File: src/design/mmbcs_pkg.sv
package mmbcs_pkg;

  localparam int AddrDefW  = 20;
  localparam int AddrExtW  = 24;
  localparam int QueueDepth = 4;

  localparam logic [1:0] OpMemRd = 2'd0;
  localparam logic [1:0] OpMemWr = 2'd1;
  localparam logic [1:0] OpIoRd  = 2'd2;
  localparam logic [1:0] OpIoWr  = 2'd3;

  localparam logic [2:0] StIoRd    = 3'd1;
  localparam logic [2:0] StIoWr    = 3'd2;
  localparam logic [2:0] StMemRd   = 3'd5;
  localparam logic [2:0] StMemWr   = 3'd6;
  localparam logic [2:0] StPassive = 3'd7;

  typedef struct packed {
    logic        busy;
    logic [15:0] read_value;
    logic        done;
    logic [2:0]  status_code;
    logic [11:0] high_address;
    logic        ad_enable;
    logic [7:0]  ad_value;
  } result_t;

  function automatic logic [2:0] op_status(input logic [1:0] op);
    logic [2:0] st;
    unique case (op)
      OpMemRd: st = StMemRd;
      OpMemWr: st = StMemWr;
      OpIoRd:  st = StIoRd;
      default: st = StIoWr;
    endcase
    return st;
  endfunction

endpackage

File: src/design/minimum_mode_bus_cycle_sequencer_top.sv
// Minimum-mode bus cycle sequencer for an 8-bit multiplexed address/data bus.
// Input beat (in_tdata) is one bus clock period: start request, operation,
// word flag, address, write data, READY level and AD0-AD7 levels.
// Output beat (out_tdata) is the pin state for that period: AD value and
// enable, A8-A19, status S2S1S0, assembled read data and busy; out_tlast
// marks the final T4 of a transfer.
// Every input beat gives exactly one output beat, in order.
// An output beat is registered: it passes through a four-entry result queue
// and is shown on out_tdata once the beats queued ahead of it have been taken.
// Throughput: one beat per cycle while the queue is not full; the sequencer
// state advances once per accepted input beat, so the bus timing follows the
// beats, not the clock. When the receiver stalls, the queue fills; once it
// holds four beats, in_tready drops until out_tready takes a beat.
// Reset (rst_n low, synchronous) returns the sequencer to idle with AD
// floating, A8-A19 zero and the queue empty.
module minimum_mode_bus_cycle_sequencer_top #(
  parameter int ADDRESS_WIDTH = mmbcs_pkg::AddrDefW
) (
  input  logic        clk,
  input  logic        rst_n,
  input  logic        in_tvalid,
  output logic        in_tready,
  // [0] start_req, [2:1] operation, [3] word, [23:4] address,
  // [39:24] write_data, [40] ready_req, [48:41] bus_data_in, [55:49] zero
  input  logic [55:0] in_tdata,
  output logic        out_tvalid,
  input  logic        out_tready,
  // [7:0] ad_value, [8] ad_enable, [20:9] high_address, [23:21] status_code,
  // [39:24] read_value, [40] busy_res, [47:41] zero
  output logic [47:0] out_tdata,
  output logic        out_tlast
);

  logic               q_full;
  logic               step;
  mmbcs_pkg::result_t front_res;
  mmbcs_pkg::result_t back_res;

  assign in_tready = !q_full;
  assign step      = in_tvalid && in_tready;

  mmbcs_front #(
    .ADDRESS_WIDTH(ADDRESS_WIDTH)
  ) u_front (
    .clk        (clk),
    .rst_n      (rst_n),
    .step       (step),
    .start_req  (in_tdata[0]),
    .operation  (in_tdata[2:1]),
    .word       (in_tdata[3]),
    .address    (in_tdata[23:4]),
    .write_data (in_tdata[39:24]),
    .ready_req  (in_tdata[40]),
    .bus_data_in(in_tdata[48:41]),
    .res        (front_res)
  );

  mmbcs_queue #(
    .DEPTH(mmbcs_pkg::QueueDepth)
  ) u_queue (
    .clk      (clk),
    .rst_n    (rst_n),
    .push     (step),
    .push_data(front_res),
    .full     (q_full),
    .pop_valid(out_tvalid),
    .pop_ready(out_tready),
    .pop_data (back_res)
  );

  assign out_tdata = {7'd0, back_res.busy, back_res.read_value, back_res.status_code,
                      back_res.high_address, back_res.ad_enable, back_res.ad_value};
  assign out_tlast = back_res.done;

  a_done_busy: assert property (@(posedge clk) disable iff (!rst_n)
    (step && front_res.done) |-> front_res.busy)
    else $error("transfer done outside a busy period");

  a_passive_float: assert property (@(posedge clk) disable iff (!rst_n)
    (step && front_res.status_code == mmbcs_pkg::StPassive) |-> !front_res.ad_enable)
    else $error("AD driven with passive status");

  a_read_only_done: assert property (@(posedge clk) disable iff (!rst_n)
    (step && !front_res.done) |-> (front_res.read_value == 16'h0000))
    else $error("read data shown without done");

  a_done_then_idle: assert property (@(posedge clk) disable iff (!rst_n)
    (step && front_res.done) |=> !(step && front_res.done))
    else $error("two transfer ends in a row");

endmodule

File: src/design/mmbcs_front.sv
module mmbcs_front #(
  parameter int ADDRESS_WIDTH = mmbcs_pkg::AddrDefW
) (
  input  logic                clk,
  input  logic                rst_n,
  input  logic                step,
  input  logic                start_req,
  input  logic [1:0]          operation,
  input  logic                word,
  input  logic [19:0]         address,
  input  logic [15:0]         write_data,
  input  logic                ready_req,
  input  logic [7:0]          bus_data_in,
  output mmbcs_pkg::result_t  res
);

  localparam logic [2:0] PhIdle = 3'd0;
  localparam logic [2:0] PhT1   = 3'd1;
  localparam logic [2:0] PhT2   = 3'd2;
  localparam logic [2:0] PhT3   = 3'd3;
  localparam logic [2:0] PhTw   = 3'd4;
  localparam logic [2:0] PhT4   = 3'd5;

  logic [2:0]               phase_r, phase_nxt;
  logic [1:0]               op_r, op_nxt;
  logic                     word_r, word_nxt;
  logic                     second_r, second_nxt;
  logic [ADDRESS_WIDTH-1:0] addr_r, addr_nxt;
  logic [15:0]              wdata_r, wdata_nxt;
  logic [7:0]               low_r, low_nxt;
  logic [11:0]              upper_r, upper_nxt;
  logic                     drv_r, drv_nxt;

  logic [mmbcs_pkg::AddrExtW-1:0] t1_addr_ext;
  logic [ADDRESS_WIDTH-1:0]       t1_addr;
  logic [1:0]                     t1_op;
  logic                           op_write;
  logic [7:0]                     wbyte;
  mmbcs_pkg::result_t             res_b;

  assign op_write = op_r[0];
  assign wbyte    = second_r ? wdata_r[15:8] : wdata_r[7:0];

  always_comb begin
    phase_nxt  = phase_r;
    op_nxt     = op_r;
    word_nxt   = word_r;
    second_nxt = second_r;
    addr_nxt   = addr_r;
    wdata_nxt  = wdata_r;
    low_nxt    = low_r;
    drv_nxt    = drv_r;
    t1_addr    = addr_r;
    t1_op      = op_r;
    res_b      = '0;
    res_b.status_code = mmbcs_pkg::StPassive;
    unique case (phase_r)
      PhT2: begin
        res_b.busy        = 1'b1;
        res_b.status_code = mmbcs_pkg::op_status(op_r);
        drv_nxt           = op_write;
        if (op_write) begin
          res_b.ad_value  = wbyte;
          res_b.ad_enable = 1'b1;
        end
        phase_nxt = PhT3;
      end
      PhT3, PhTw: begin
        res_b.busy        = 1'b1;
        res_b.status_code = mmbcs_pkg::op_status(op_r);
        if (drv_r) begin
          res_b.ad_value  = wbyte;
          res_b.ad_enable = 1'b1;
        end
        phase_nxt = ready_req ? PhT4 : PhTw;
      end
      PhT4: begin
        res_b.busy = 1'b1;
        drv_nxt    = 1'b0;
        if (word_r && !second_r) begin
          low_nxt    = bus_data_in;
          second_nxt = 1'b1;
          addr_nxt   = addr_r + ADDRESS_WIDTH'(1);
          phase_nxt  = PhT1;
        end else begin
          res_b.done = 1'b1;
          phase_nxt  = PhIdle;
          if (!op_write) begin
            res_b.read_value = second_r ? {bus_data_in, low_r} : {8'h00, bus_data_in};
          end
        end
      end
      PhT1: begin
        res_b.busy = 1'b1;
      end
      default: begin
        phase_nxt = PhIdle;
        if (start_req) begin
          op_nxt     = operation;
          wdata_nxt  = write_data;
          second_nxt = 1'b0;
          low_nxt    = 8'h00;
          t1_op      = operation;
          if (operation[1]) begin
            word_nxt = 1'b0;
            t1_addr  = ADDRESS_WIDTH'(address[15:0]);
          end else begin
            word_nxt = word;
            t1_addr  = ADDRESS_WIDTH'(address);
          end
          addr_nxt   = t1_addr;
          res_b.busy = 1'b1;
        end else begin
          drv_nxt = 1'b0;
        end
      end
    endcase
  end

  assign t1_addr_ext = mmbcs_pkg::AddrExtW'(t1_addr);

  logic enter_t1;
  assign enter_t1 = (phase_r == PhT1) ||
                    (phase_r != PhT2 && phase_r != PhT3 && phase_r != PhTw &&
                     phase_r != PhT4 && start_req);

  logic [2:0]  phase_fin;
  logic        drv_fin;
  logic [7:0]  adv_fin;
  logic        aden_fin;
  logic [2:0]  st_fin;

  always_comb begin
    phase_fin = phase_nxt;
    drv_fin   = drv_nxt;
    upper_nxt = upper_r;
    adv_fin   = res_b.ad_value;
    aden_fin  = res_b.ad_enable;
    st_fin    = res_b.status_code;
    if (enter_t1) begin
      upper_nxt = t1_addr_ext[19:8];
      drv_fin   = 1'b1;
      adv_fin   = t1_addr[7:0];
      aden_fin  = 1'b1;
      st_fin    = mmbcs_pkg::op_status(t1_op);
      phase_fin = PhT2;
    end
  end

  mmbcs_pkg::result_t res_out;
  always_comb begin
    res_out              = res_b;
    res_out.ad_value     = adv_fin;
    res_out.ad_enable    = aden_fin;
    res_out.status_code  = st_fin;
    res_out.high_address = upper_nxt;
  end

  always_ff @(posedge clk) begin
    if (!rst_n) begin
      phase_r  <= PhIdle;
      op_r     <= 2'd0;
      word_r   <= 1'b0;
      second_r <= 1'b0;
      addr_r   <= '0;
      wdata_r  <= 16'h0000;
      low_r    <= 8'h00;
      upper_r  <= 12'h000;
      drv_r    <= 1'b0;
    end else if (step) begin
      phase_r  <= phase_fin;
      op_r     <= op_nxt;
      word_r   <= word_nxt;
      second_r <= second_nxt;
      addr_r   <= addr_nxt;
      wdata_r  <= wdata_nxt;
      low_r    <= low_nxt;
      upper_r  <= upper_nxt;
      drv_r    <= drv_fin;
    end
  end

  assign res = res_out;

endmodule

File: src/design/mmbcs_queue.sv
module mmbcs_queue #(
  parameter int DEPTH = mmbcs_pkg::QueueDepth
) (
  input  logic               clk,
  input  logic               rst_n,
  input  logic               push,
  input  mmbcs_pkg::result_t push_data,
  output logic               full,
  output logic               pop_valid,
  input  logic               pop_ready,
  output mmbcs_pkg::result_t pop_data
);

  localparam int PtrW = (DEPTH > 1) ? $clog2(DEPTH) : 1;
  localparam int CntW = $clog2(DEPTH + 1);

  mmbcs_pkg::result_t mem_r [DEPTH];
  logic [PtrW-1:0] wr_ptr_r, wr_ptr_nxt;
  logic [PtrW-1:0] rd_ptr_r, rd_ptr_nxt;
  logic [CntW-1:0] count_r, count_nxt;
  logic            do_push, do_pop;

  assign full      = (count_r == CntW'(DEPTH));
  assign pop_valid = (count_r != '0);
  assign pop_data  = mem_r[rd_ptr_r];
  assign do_push   = push && !full;
  assign do_pop    = pop_valid && pop_ready;

  always_comb begin
    wr_ptr_nxt = wr_ptr_r;
    rd_ptr_nxt = rd_ptr_r;
    count_nxt  = count_r;
    if (do_push) begin
      wr_ptr_nxt = (wr_ptr_r == PtrW'(DEPTH - 1)) ? '0 : wr_ptr_r + PtrW'(1);
    end
    if (do_pop) begin
      rd_ptr_nxt = (rd_ptr_r == PtrW'(DEPTH - 1)) ? '0 : rd_ptr_r + PtrW'(1);
    end
    if (do_push && !do_pop) begin
      count_nxt = count_r + CntW'(1);
    end else if (do_pop && !do_push) begin
      count_nxt = count_r - CntW'(1);
    end
  end

  always_ff @(posedge clk) begin
    if (!rst_n) begin
      wr_ptr_r <= '0;
      rd_ptr_r <= '0;
      count_r  <= '0;
    end else begin
      wr_ptr_r <= wr_ptr_nxt;
      rd_ptr_r <= rd_ptr_nxt;
      count_r  <= count_nxt;
    end
  end

  always_ff @(posedge clk) begin
    if (do_push) begin
      mem_r[wr_ptr_r] <= push_data;
    end
  end

  a_count_bound: assert property (@(posedge clk) disable iff (!rst_n)
    count_r <= CntW'(DEPTH))
    else $error("queue count above depth");

  a_push_full: assert property (@(posedge clk) disable iff (!rst_n)
    (push && full) |=> (count_r != '0))
    else $error("full queue lost its entries");

  a_pop_count: assert property (@(posedge clk) disable iff (!rst_n)
    (do_pop && !do_push) |=> (count_r == $past(count_r) - CntW'(1)))
    else $error("pop did not lower the count");

endmodule

File: config.mk
export PLATFORM = sky130hd
export DESIGN_NAME = minimum_mode_bus_cycle_sequencer_top
export DESIGN_NICKNAME = d
export VERILOG_FILES = /design/src/design/mmbcs_pkg.sv /design/src/design/minimum_mode_bus_cycle_sequencer_top.sv /design/src/design/mmbcs_front.sv /design/src/design/mmbcs_queue.sv
export SDC_FILE = /design/constraint.sdc
export NUM_CORES = 1
export LEC_CHECK = 0
export ABC_AREA = 1
export BUFFER_PORTS_ARGS = -buffer_cell sky130_fd_sc_hd__buf_4
export CAP_MARGIN = 0
export CORE_ASPECT_RATIO = 0.6
export CORE_UTILIZATION = 40
export DETAILED_ROUTE_END_ITERATION = 8
export GPL_ROUTABILITY_DRIVEN = 0
export PLACE_DENSITY_LB_ADDON = 0.08
export SYNTH_ARGS = -nofsm -noshare
export SYNTH_HDL_FRONTEND = slang
export SYNTH_SLANG_ARGS = --single-unit
File: constraint.sdc
create_clock -name clk -period 3.1 [get_ports clk]
set_input_delay 0.155 -clock clk [delete_from_list [all_inputs] [get_ports clk]]
set_output_delay 0.155 -clock clk [all_outputs]
set_load 0.02 [all_outputs]
==> results by group, run 1 <==
CTS
  • CTS tree: done
  • Clock Sinks: 241
  • # resized after CTS: 0
  • TritonCTS Buffers: 24
  • Hold-fix buffers, CTS: 27
  • H-tree Lvls: 1
  • Clock latency on the worst-skew pair: 0.53 ns
  • Setup Fix Bufs, Post-CTS: 0
  • Root buffer cell: clkbuf_16
  • Worst-case clock buffer depth: 3
  • Clk slew on worst S/H paths: 0.07 ns

Detailed routing
  • DR pass1 iterations: 5
  • Detail Route Antenna Nets: 0
  • Routed vias/inst: 5.10
  • Drt initial violations: 614
  • Vias: 8,418
  • WL final: 29,700 um
  • DR WL/cell: 18.0 um
  • Post-route DRC violation count: 0

Run
  • MaxCap Viol Count: 0

Yosys
  • EDFF count, synth: 168
  • Commonest cells in the netlist: nor2_1, edfxtp_1, nand2_1, o21ai_0, inv_1
  • Yosys top cell by area: edfxtp_1
  • FFs w/ async S/R, synth: 0%
  • Post-synth top area share: 46.4%
  • Yosys reg bits: 241
  • Synthesized instance count: 1,159
  • Prevailing post-synth register cell: edfxtp_1
  • Top-count cell post-synth: nor2_1
  • Average size of a mapped cell: 9.39 sq um
  • Yosys warns: 0
  • Number of distinct library cells after synthesis: 44
  • Top cells by area, synth: edfxtp_1, dfxtp_1, o21ai_0, nor2_1, nand2_1
  • Synthesized area: 10,900 sq um
  • Register area share after synthesis: 59.8%

Floorplan
  • Core area: 26,500 sq um
  • Initial Util: 41.0%
  • Die X: 215 um
  • # rows: 46
  • Total Die Area: 27,900 sq um
  • I/O pin count: 111
  • Die Ht: 130 um

Outcome
  • Status: completed

STA
  • Achievable frequency: 392 MHz
  • Post-route setup TNS: 0 ns
  • WHS: 0.0474 ns
  • Max Slew Vio Count: 0
  • Final Hold Fails: 0
  • Final worst slack: 0.552 ns
  • RSZ-0062 raised after global routing: no
  • Max Clock Skew: 0.0163 ns
  • Worst slew pin tran: 1.11 ns
  • Period utilization: 82.2%
  • Fin crit period: 2.55 ns
  • # setup viols final: 0
  • Worst relative slew slack: 24.2%

Global routing
  • Grt peak-use layer: met1
  • GRT met1 Usage: 33.2%
  • Vias in the first global route: 7,856
  • Total congestion overflow: 0
  • Largest net degree at the start of global routing: 57
  • GR Util met3: 3.87%
  • Global-route wire length before repair: 45,800 um
  • Gr usage total: 21.6%
  • Initial antenna violation count: 0
  • Met2 Use GR: 31.9%

Placement
  • Placement Cell Area: 12,000 sq um
  • PortBufs: 96
  • DP HPWL: 19,700 um
  • Placed cell count: 1,580
  • Post-place setup slack: 0.591 ns

Final layout
  • Final Core Density: 49.2%
  • Final instance area: 13,100 sq um
  • Post-Layout Cell Count: 1,650
  • Share of post-route cells with drive strength above 1: 15.7%
  • Filler cell count: 2,476
  • Final nets: 1,341
  • Synth-to-layout area growth: 20.1%
  • N_diodes: 0

Power and ir drop
  • Leak pwr: 5.03 nW
  • Cell Pwr Density: 869 nW/um^2
  • Total Power: 11.4 mW
  • Worst ir drop on vdd: 0.450 mV

Setup path
  • Critical path's slowest cell: a2111oi_0
  • Crit-path cells: inv_2, nand3_4, nor2_2, inv_1, a2111oi_0
  • Largest delay share family, worst path: compound AO/OA/AOI/OAI gates
  • Arrival time worst endpoint: 2.72 ns
  • Max FO, Critical Path: 21
  • WP depth: 5
  • Buf+Inv Stages, Crit Path: 2
  • CP Launch Point: u_front.phase_r[1]
  • R2r worst-path depth: 5
  • Critical path type: reg2reg
  • Critical path's largest stage delay: 0.90 ns
  • Worst setup SP type: flop
  • Worst reg2reg startpoint: u_front.phase_r[1]
  • Setup crit end kind: flop
  • Worst Path Required: 3.27 ns
  • RR Endpoint: u_queue.mem_r[0][32]
  • Reg2reg setup slack: 0.55 ns
  • Setup crit end: u_queue.mem_r[0][32]

Hold path
  • Worst Hold Class: in2reg
  • Hold depth: 4
-- per-layer routing --
metal,vias to the layer above,routed length (um)
met1,3961,15100
met4,0,373
met5,-,0
met3,31,1860
met2,232,12400
li1,4194,-
-- logic make-up (layout without fill, tap and decap cells) --
logic type | after synthesis | after routing | synth area share, %
adders and majority gates | 8 | 8 | 0.989
muxes | 5 | 5 | 0.460
AOI/OAI and AO/OA | 290 | 290 | 14.3
DFF | 241 | 241 | 59.8
other | 1 | 7 | 0.0345
and+or+nand+nor | 447 | 447 | 17.7
buffers and inverters | 163 | 288 | 6.42
xor gates and xnor gates | 4 | 4 | 0.322
-- state kept, by name, summed over array words and instances, names as in the netlist, named ones only --
| signal | flops |
|---|---|
| u_queue.rd_ptr_r | 2 |
| u_queue.wr_ptr_r | 2 |
| u_queue.count_r | 3 |
| u_front.low_r | 8 |
| u_front.upper_r | 12 |
| u_queue.mem_r | 168 |
| u_front.phase_r | 3 |
| u_front.addr_r | 20 |
| u_front.second_r | 1 |
| u_front.wdata_r | 16 |
| u_front.word_r | 1 |
| u_front.op_r | 2 |
| u_front.drv_r | 1 |
-- power by group --
part	switching [mW]	total, mW	internal, mW	leakage (nW)
clock	1.22	3.03	1.81	0.381
combinational	2.63	3.93	1.29	2.48
sequential	0.288	4.40	4.11	2.17
-- worst reg2reg max path: cells and delay by family (launching register included) --
kind,cells,cell delay (ns)
compound gates,1,0.90
buf+inv,2,0.31
flops,1,0.35
simple gates,2,0.63
-- area by class of cell --
class                   instances  area (sq um)  share of cell area (%)
repair buffers                152          1220                    9.35
clock inverters                10           150                    1.15
multi-input cells             761          3730                    28.5
clock buffers                  33           656                    5.02
inverters                      93           354                    2.71
flip-flops and latches        241          6510                    49.8
well taps                     360           450                    3.45
-- placed cells by master, fill, tap and decap left out, types with 4 or more instances in the layout --
| master | count |
|---|---|
| conb_1 | 7 |
| nor2_4 | 5 |
| nor2_2 | 5 |
| nand3_1 | 46 |
| nand2_1 | 165 |
| clkbuf_16 | 25 |
| dlygate4sd3_1 | 27 |
| a2111oi_0 | 8 |
| o22ai_1 | 46 |
| ha_1 | 7 |
| inv_2 | 6 |
| clkbuf_1 | 8 |
| buf_4 | 124 |
| xor2_1 | 4 |
| a21oi_1 | 51 |
| o21ai_0 | 162 |
| nor2_1 | 180 |
| inv_1 | 85 |
| bufinv_16 | 4 |
| o21ai_1 | 17 |
| nor3_1 | 13 |
| edfxtp_1 | 168 |
| dfxtp_1 | 72 |
| mux2i_1 | 5 |
| or2_2 | 14 |
-- worst min path at each step --
stage / startpoint / to
6_report: out_tready / u_queue.rd_ptr_r[1]
5_1_grt: out_tready / u_queue.rd_ptr_r[1]
4_1_cts: out_tready / u_queue.rd_ptr_r[1]
3_5_place_dp: in_tdata[36] / u_front.wdata_r[12]
3_3_place_gp: in_tdata[35] / u_front.wdata_r[11]
2_1_floorplan: in_tdata[1] / u_front.op_r[0]
No activity file was read; power rests on OpenSTA's default activity.
==> run 2: changes to the inputs <==
==> constraint.sdc (replaced) <==
create_clock -name clk -period 2.6 [get_ports clk]
set_input_delay 0.13 -clock clk [delete_from_list [all_inputs] [get_ports clk]]
set_output_delay 0.13 -clock clk [all_outputs]
set_load 0.02 [all_outputs]
==> run 2 against run 1 <==
Effect of this change: critical path depth rose by 4; utilization is 0.70 points higher; count of clock-buffer cells in the layout down 6; register-to-register slack worse by 0.34 ns; combinational power grew 23%; global-route usage is 0.18 points higher; final cell count up 1.0%; critical path type unchanged; largest cell class unchanged; largest power group unchanged.
==> results by group, run 2 (same netlist as run 1, synthesis figures left out) <==
Outcome
  • Status: completed (unchanged)

Final layout
  • Synth-to-layout area growth: 21.8% (was 20.1%)
  • Most frequent cells in the layout: nor2_1, edfxtp_1, nand2_1 (unchanged)
  • Largest reg by FF count: u_queue.mem_r (unchanged)
  • Most common cell after layout, fill and taps aside: nor2_1 (unchanged)
  • Filler cell count: 2,512 (was 2,476)
  • N_diodes: 0 (unchanged)
  • Regs by FF count: u_queue.mem_r (168), u_front.addr_r (20), u_front.wdata_r (16) (unchanged)
  • Final nets: 1,358 (was 1,341)
  • Max reg flops: 168 (unchanged)
  • Share of post-route cells with drive strength above 1: 16.3% (was 15.7%)

Detailed routing
  • Post-route DRC violation count: 0 (unchanged)
  • WL final: 30,200 um (was 29,700 um)
  • DR pass1 iterations: 5 (unchanged)
  • Detail Route Antenna Nets: 0 (unchanged)
  • Routed vias/inst: 5.15 (was 5.10)
  • Drt initial violations: 675 (was 614)
  • DR WL/cell: 18.1 um (was 18.0 um)
  • Vias: 8,583 (was 8,418)

Floorplan
  • Die X: 215 um (unchanged)
  • Initial Util: 41.0% (unchanged)
  • Total Die Area: 27,900 sq um (unchanged)
  • I/O pin count: 111 (unchanged)
  • # rows: 46 (unchanged)
  • Core area: 26,500 sq um (unchanged)
  • Die Ht: 130 um (unchanged)

Setup path
  • Max FO, Critical Path: 30 (was 21)
  • CP Launch Point: u_queue.count_r[0] (was u_front.phase_r[1])
  • Setup crit end: u_front.wdata_r[4] (was u_queue.mem_r[0][32])
  • Critical path type: reg2reg (unchanged)
  • Setup crit end kind: flop (unchanged)
  • R2r worst-path depth: 9 (was 5)
  • Worst setup SP type: flop (unchanged)
  • Reg2reg setup slack: 0.22 ns (was 0.55 ns)
  • Worst reg2reg startpoint: u_queue.count_r[0] (was u_front.phase_r[1])
  • Arrival time worst endpoint: 2.79 ns (was 2.72 ns)
  • RR Endpoint: u_front.wdata_r[4] (was u_queue.mem_r[0][32])
  • Worst Path Required: 3.01 ns (was 3.27 ns)

CTS
  • Clk slew on worst S/H paths: 0.06 ns (was 0.07 ns)
  • TritonCTS Buffers: 24 (unchanged)
  • H-tree Lvls: 1 (unchanged)
  • Worst-case clock buffer depth: 3 (unchanged)
  • Root buffer cell: clkbuf_16 (unchanged)
  • # resized after CTS: 0 (unchanged)
  • Clock latency on the worst-skew pair: 0.52 ns (was 0.53 ns)
  • CTS tree: done (unchanged)
  • Clock Sinks: 241 (unchanged)

STA
  • RSZ-0062 raised after global routing: no (unchanged)
  • Worst slew pin tran: 0.760 ns (was 1.11 ns)
  • Fin crit period: 2.38 ns (was 2.55 ns)
  • Max Slew Vio Count: 0 (unchanged)
  • # setup viols final: 0 (unchanged)
  • Achievable frequency: 420 MHz (was 392 MHz)
  • Max Clock Skew: 0.0138 ns (was 0.0163 ns)
  • Period utilization: 91.7% (was 82.2%)
  • Final Hold Fails: 0 (unchanged)
  • Worst relative slew slack: 48.8% (was 24.2%)
  • WHS: 0.0425 ns (was 0.0474 ns)

Power and ir drop
  • Cell Pwr Density: 1020 nW/um^2 (was 869 nW/um^2)
  • Leak pwr: 5.11 nW (was 5.03 nW)
  • Worst ir drop on vdd: 0.612 mV (was 0.450 mV)
  • Total Power: 13.5 mW (was 11.4 mW)

Placement
  • PortBufs: 96 (unchanged)
  • DP HPWL: 20,000 um (was 19,700 um)

Global routing
  • Gr usage total: 21.8% (was 21.6%)
  • Vias in the first global route: 7,822 (was 7,856)
  • Initial antenna violation count: 0 (unchanged)
  • Global-route wire length before repair: 46,500 um (was 45,800 um)
  • Total congestion overflow: 0 (unchanged)
  • Largest net degree at the start of global routing: 49 (was 57)

Hold path
  • Worst Hold Class: in2reg (unchanged)

Run
  • MaxCap Viol Count: 0 (unchanged)
==> run 2: cell count changes in the layout (fill, tap and decap cells not counted), moves of 3 or more <==
cell,change
buf_12,+5
clkinv_4,+3
dlygate4sd3_1,+10
clkinv_1,+3
clkbuf_1,-6
==> run 2: critical path: stages (launching register included) <==
cell and delay (ns):
dfxtp_1 0.40, inv_1 0.08, nand3_1 0.09, nand2_1 0.11, inv_1 0.11, buf_4 0.31
nand2_2 0.29, o21ai_0 0.25, dlygate4sd3_1 0.58, nor2_1 0.04
==> run 2: power breakdown <==
group | internal, mW | total [mW] | switching (mW)
sequential | 4.90 | 5.25 | 0.354
combinational | 1.65 | 4.83 | 3.18
clock | 1.96 | 3.45 | 1.49
total | 8.50 | 13.5 | 5.03
==> run 2: worst min path at each step <==
stage | startpoint | endpoint | slack [ns] | cells after the start
after floorplan | in_tdata[1] | u_front.op_r[0] | 0.26 | 2
after global placement | in_tdata[36] | u_front.wdata_r[12] | 0.37 | 3
after detailed placement | in_tdata[35] | u_front.wdata_r[11] | 0.38 | 3
after CTS | out_tready | u_queue.rd_ptr_r[1] | 0.03 | 4
after global routing | out_tready | u_queue.rd_ptr_r[1] | 0.08 | 4
final | out_tready | u_queue.rd_ptr_r[1] | 0.04 | 4
==> run 2: stage by stage <==
step / utilization, % / cell area, sq um / TNS, ns / worst slack, ns / std cells
detailed placement: 45.5 / 12100 / 0 / 0.496 / 1583
global placement: 45.5 / 12100 / 0 / 0.505 / 1583
floorplan: - / 10900 / -113.13 / -0.673 / 1165
finish: 49.9 / 13300 / 0 / 0.216 / 1667
CTS: 49.8 / 13200 / 0 / 0.242 / 1663
global route: 49.9 / 13300 / 0 / 0.0153 / 1667
==> run 2: layer usage <==
layer	track usage, %	routed length, um	vias to the layer above
met4	2.73	286	0
met1	34.3	15500	4101
met2	32.6	12600	243
met5	0	0	-
li1	-	-	4216
met3	2.73	1880	23
==> run 2: area by class of cell <==
| class | instances | area (sq um) | area share, % |
|---|---|---|---|
| clock buffers | 27 | 633 | 4.78 |
| clock inverters | 16 | 144 | 1.09 |
| inverters | 93 | 354 | 2.67 |
| multi-input cells | 761 | 3730 | 28.1 |
| flip-flops and latches | 241 | 6510 | 49.1 |
| well taps | 360 | 450 | 3.40 |
| repair buffers | 169 | 1440 | 10.8 |
==> run 2: what timing repair did <==
item                                    in CTS  in global routing
endpoints found under the hold margin       31                  0
endpoints found under the setup margin       0                  1
buffers inserted                             0                  4
hold buffers                                37                  0
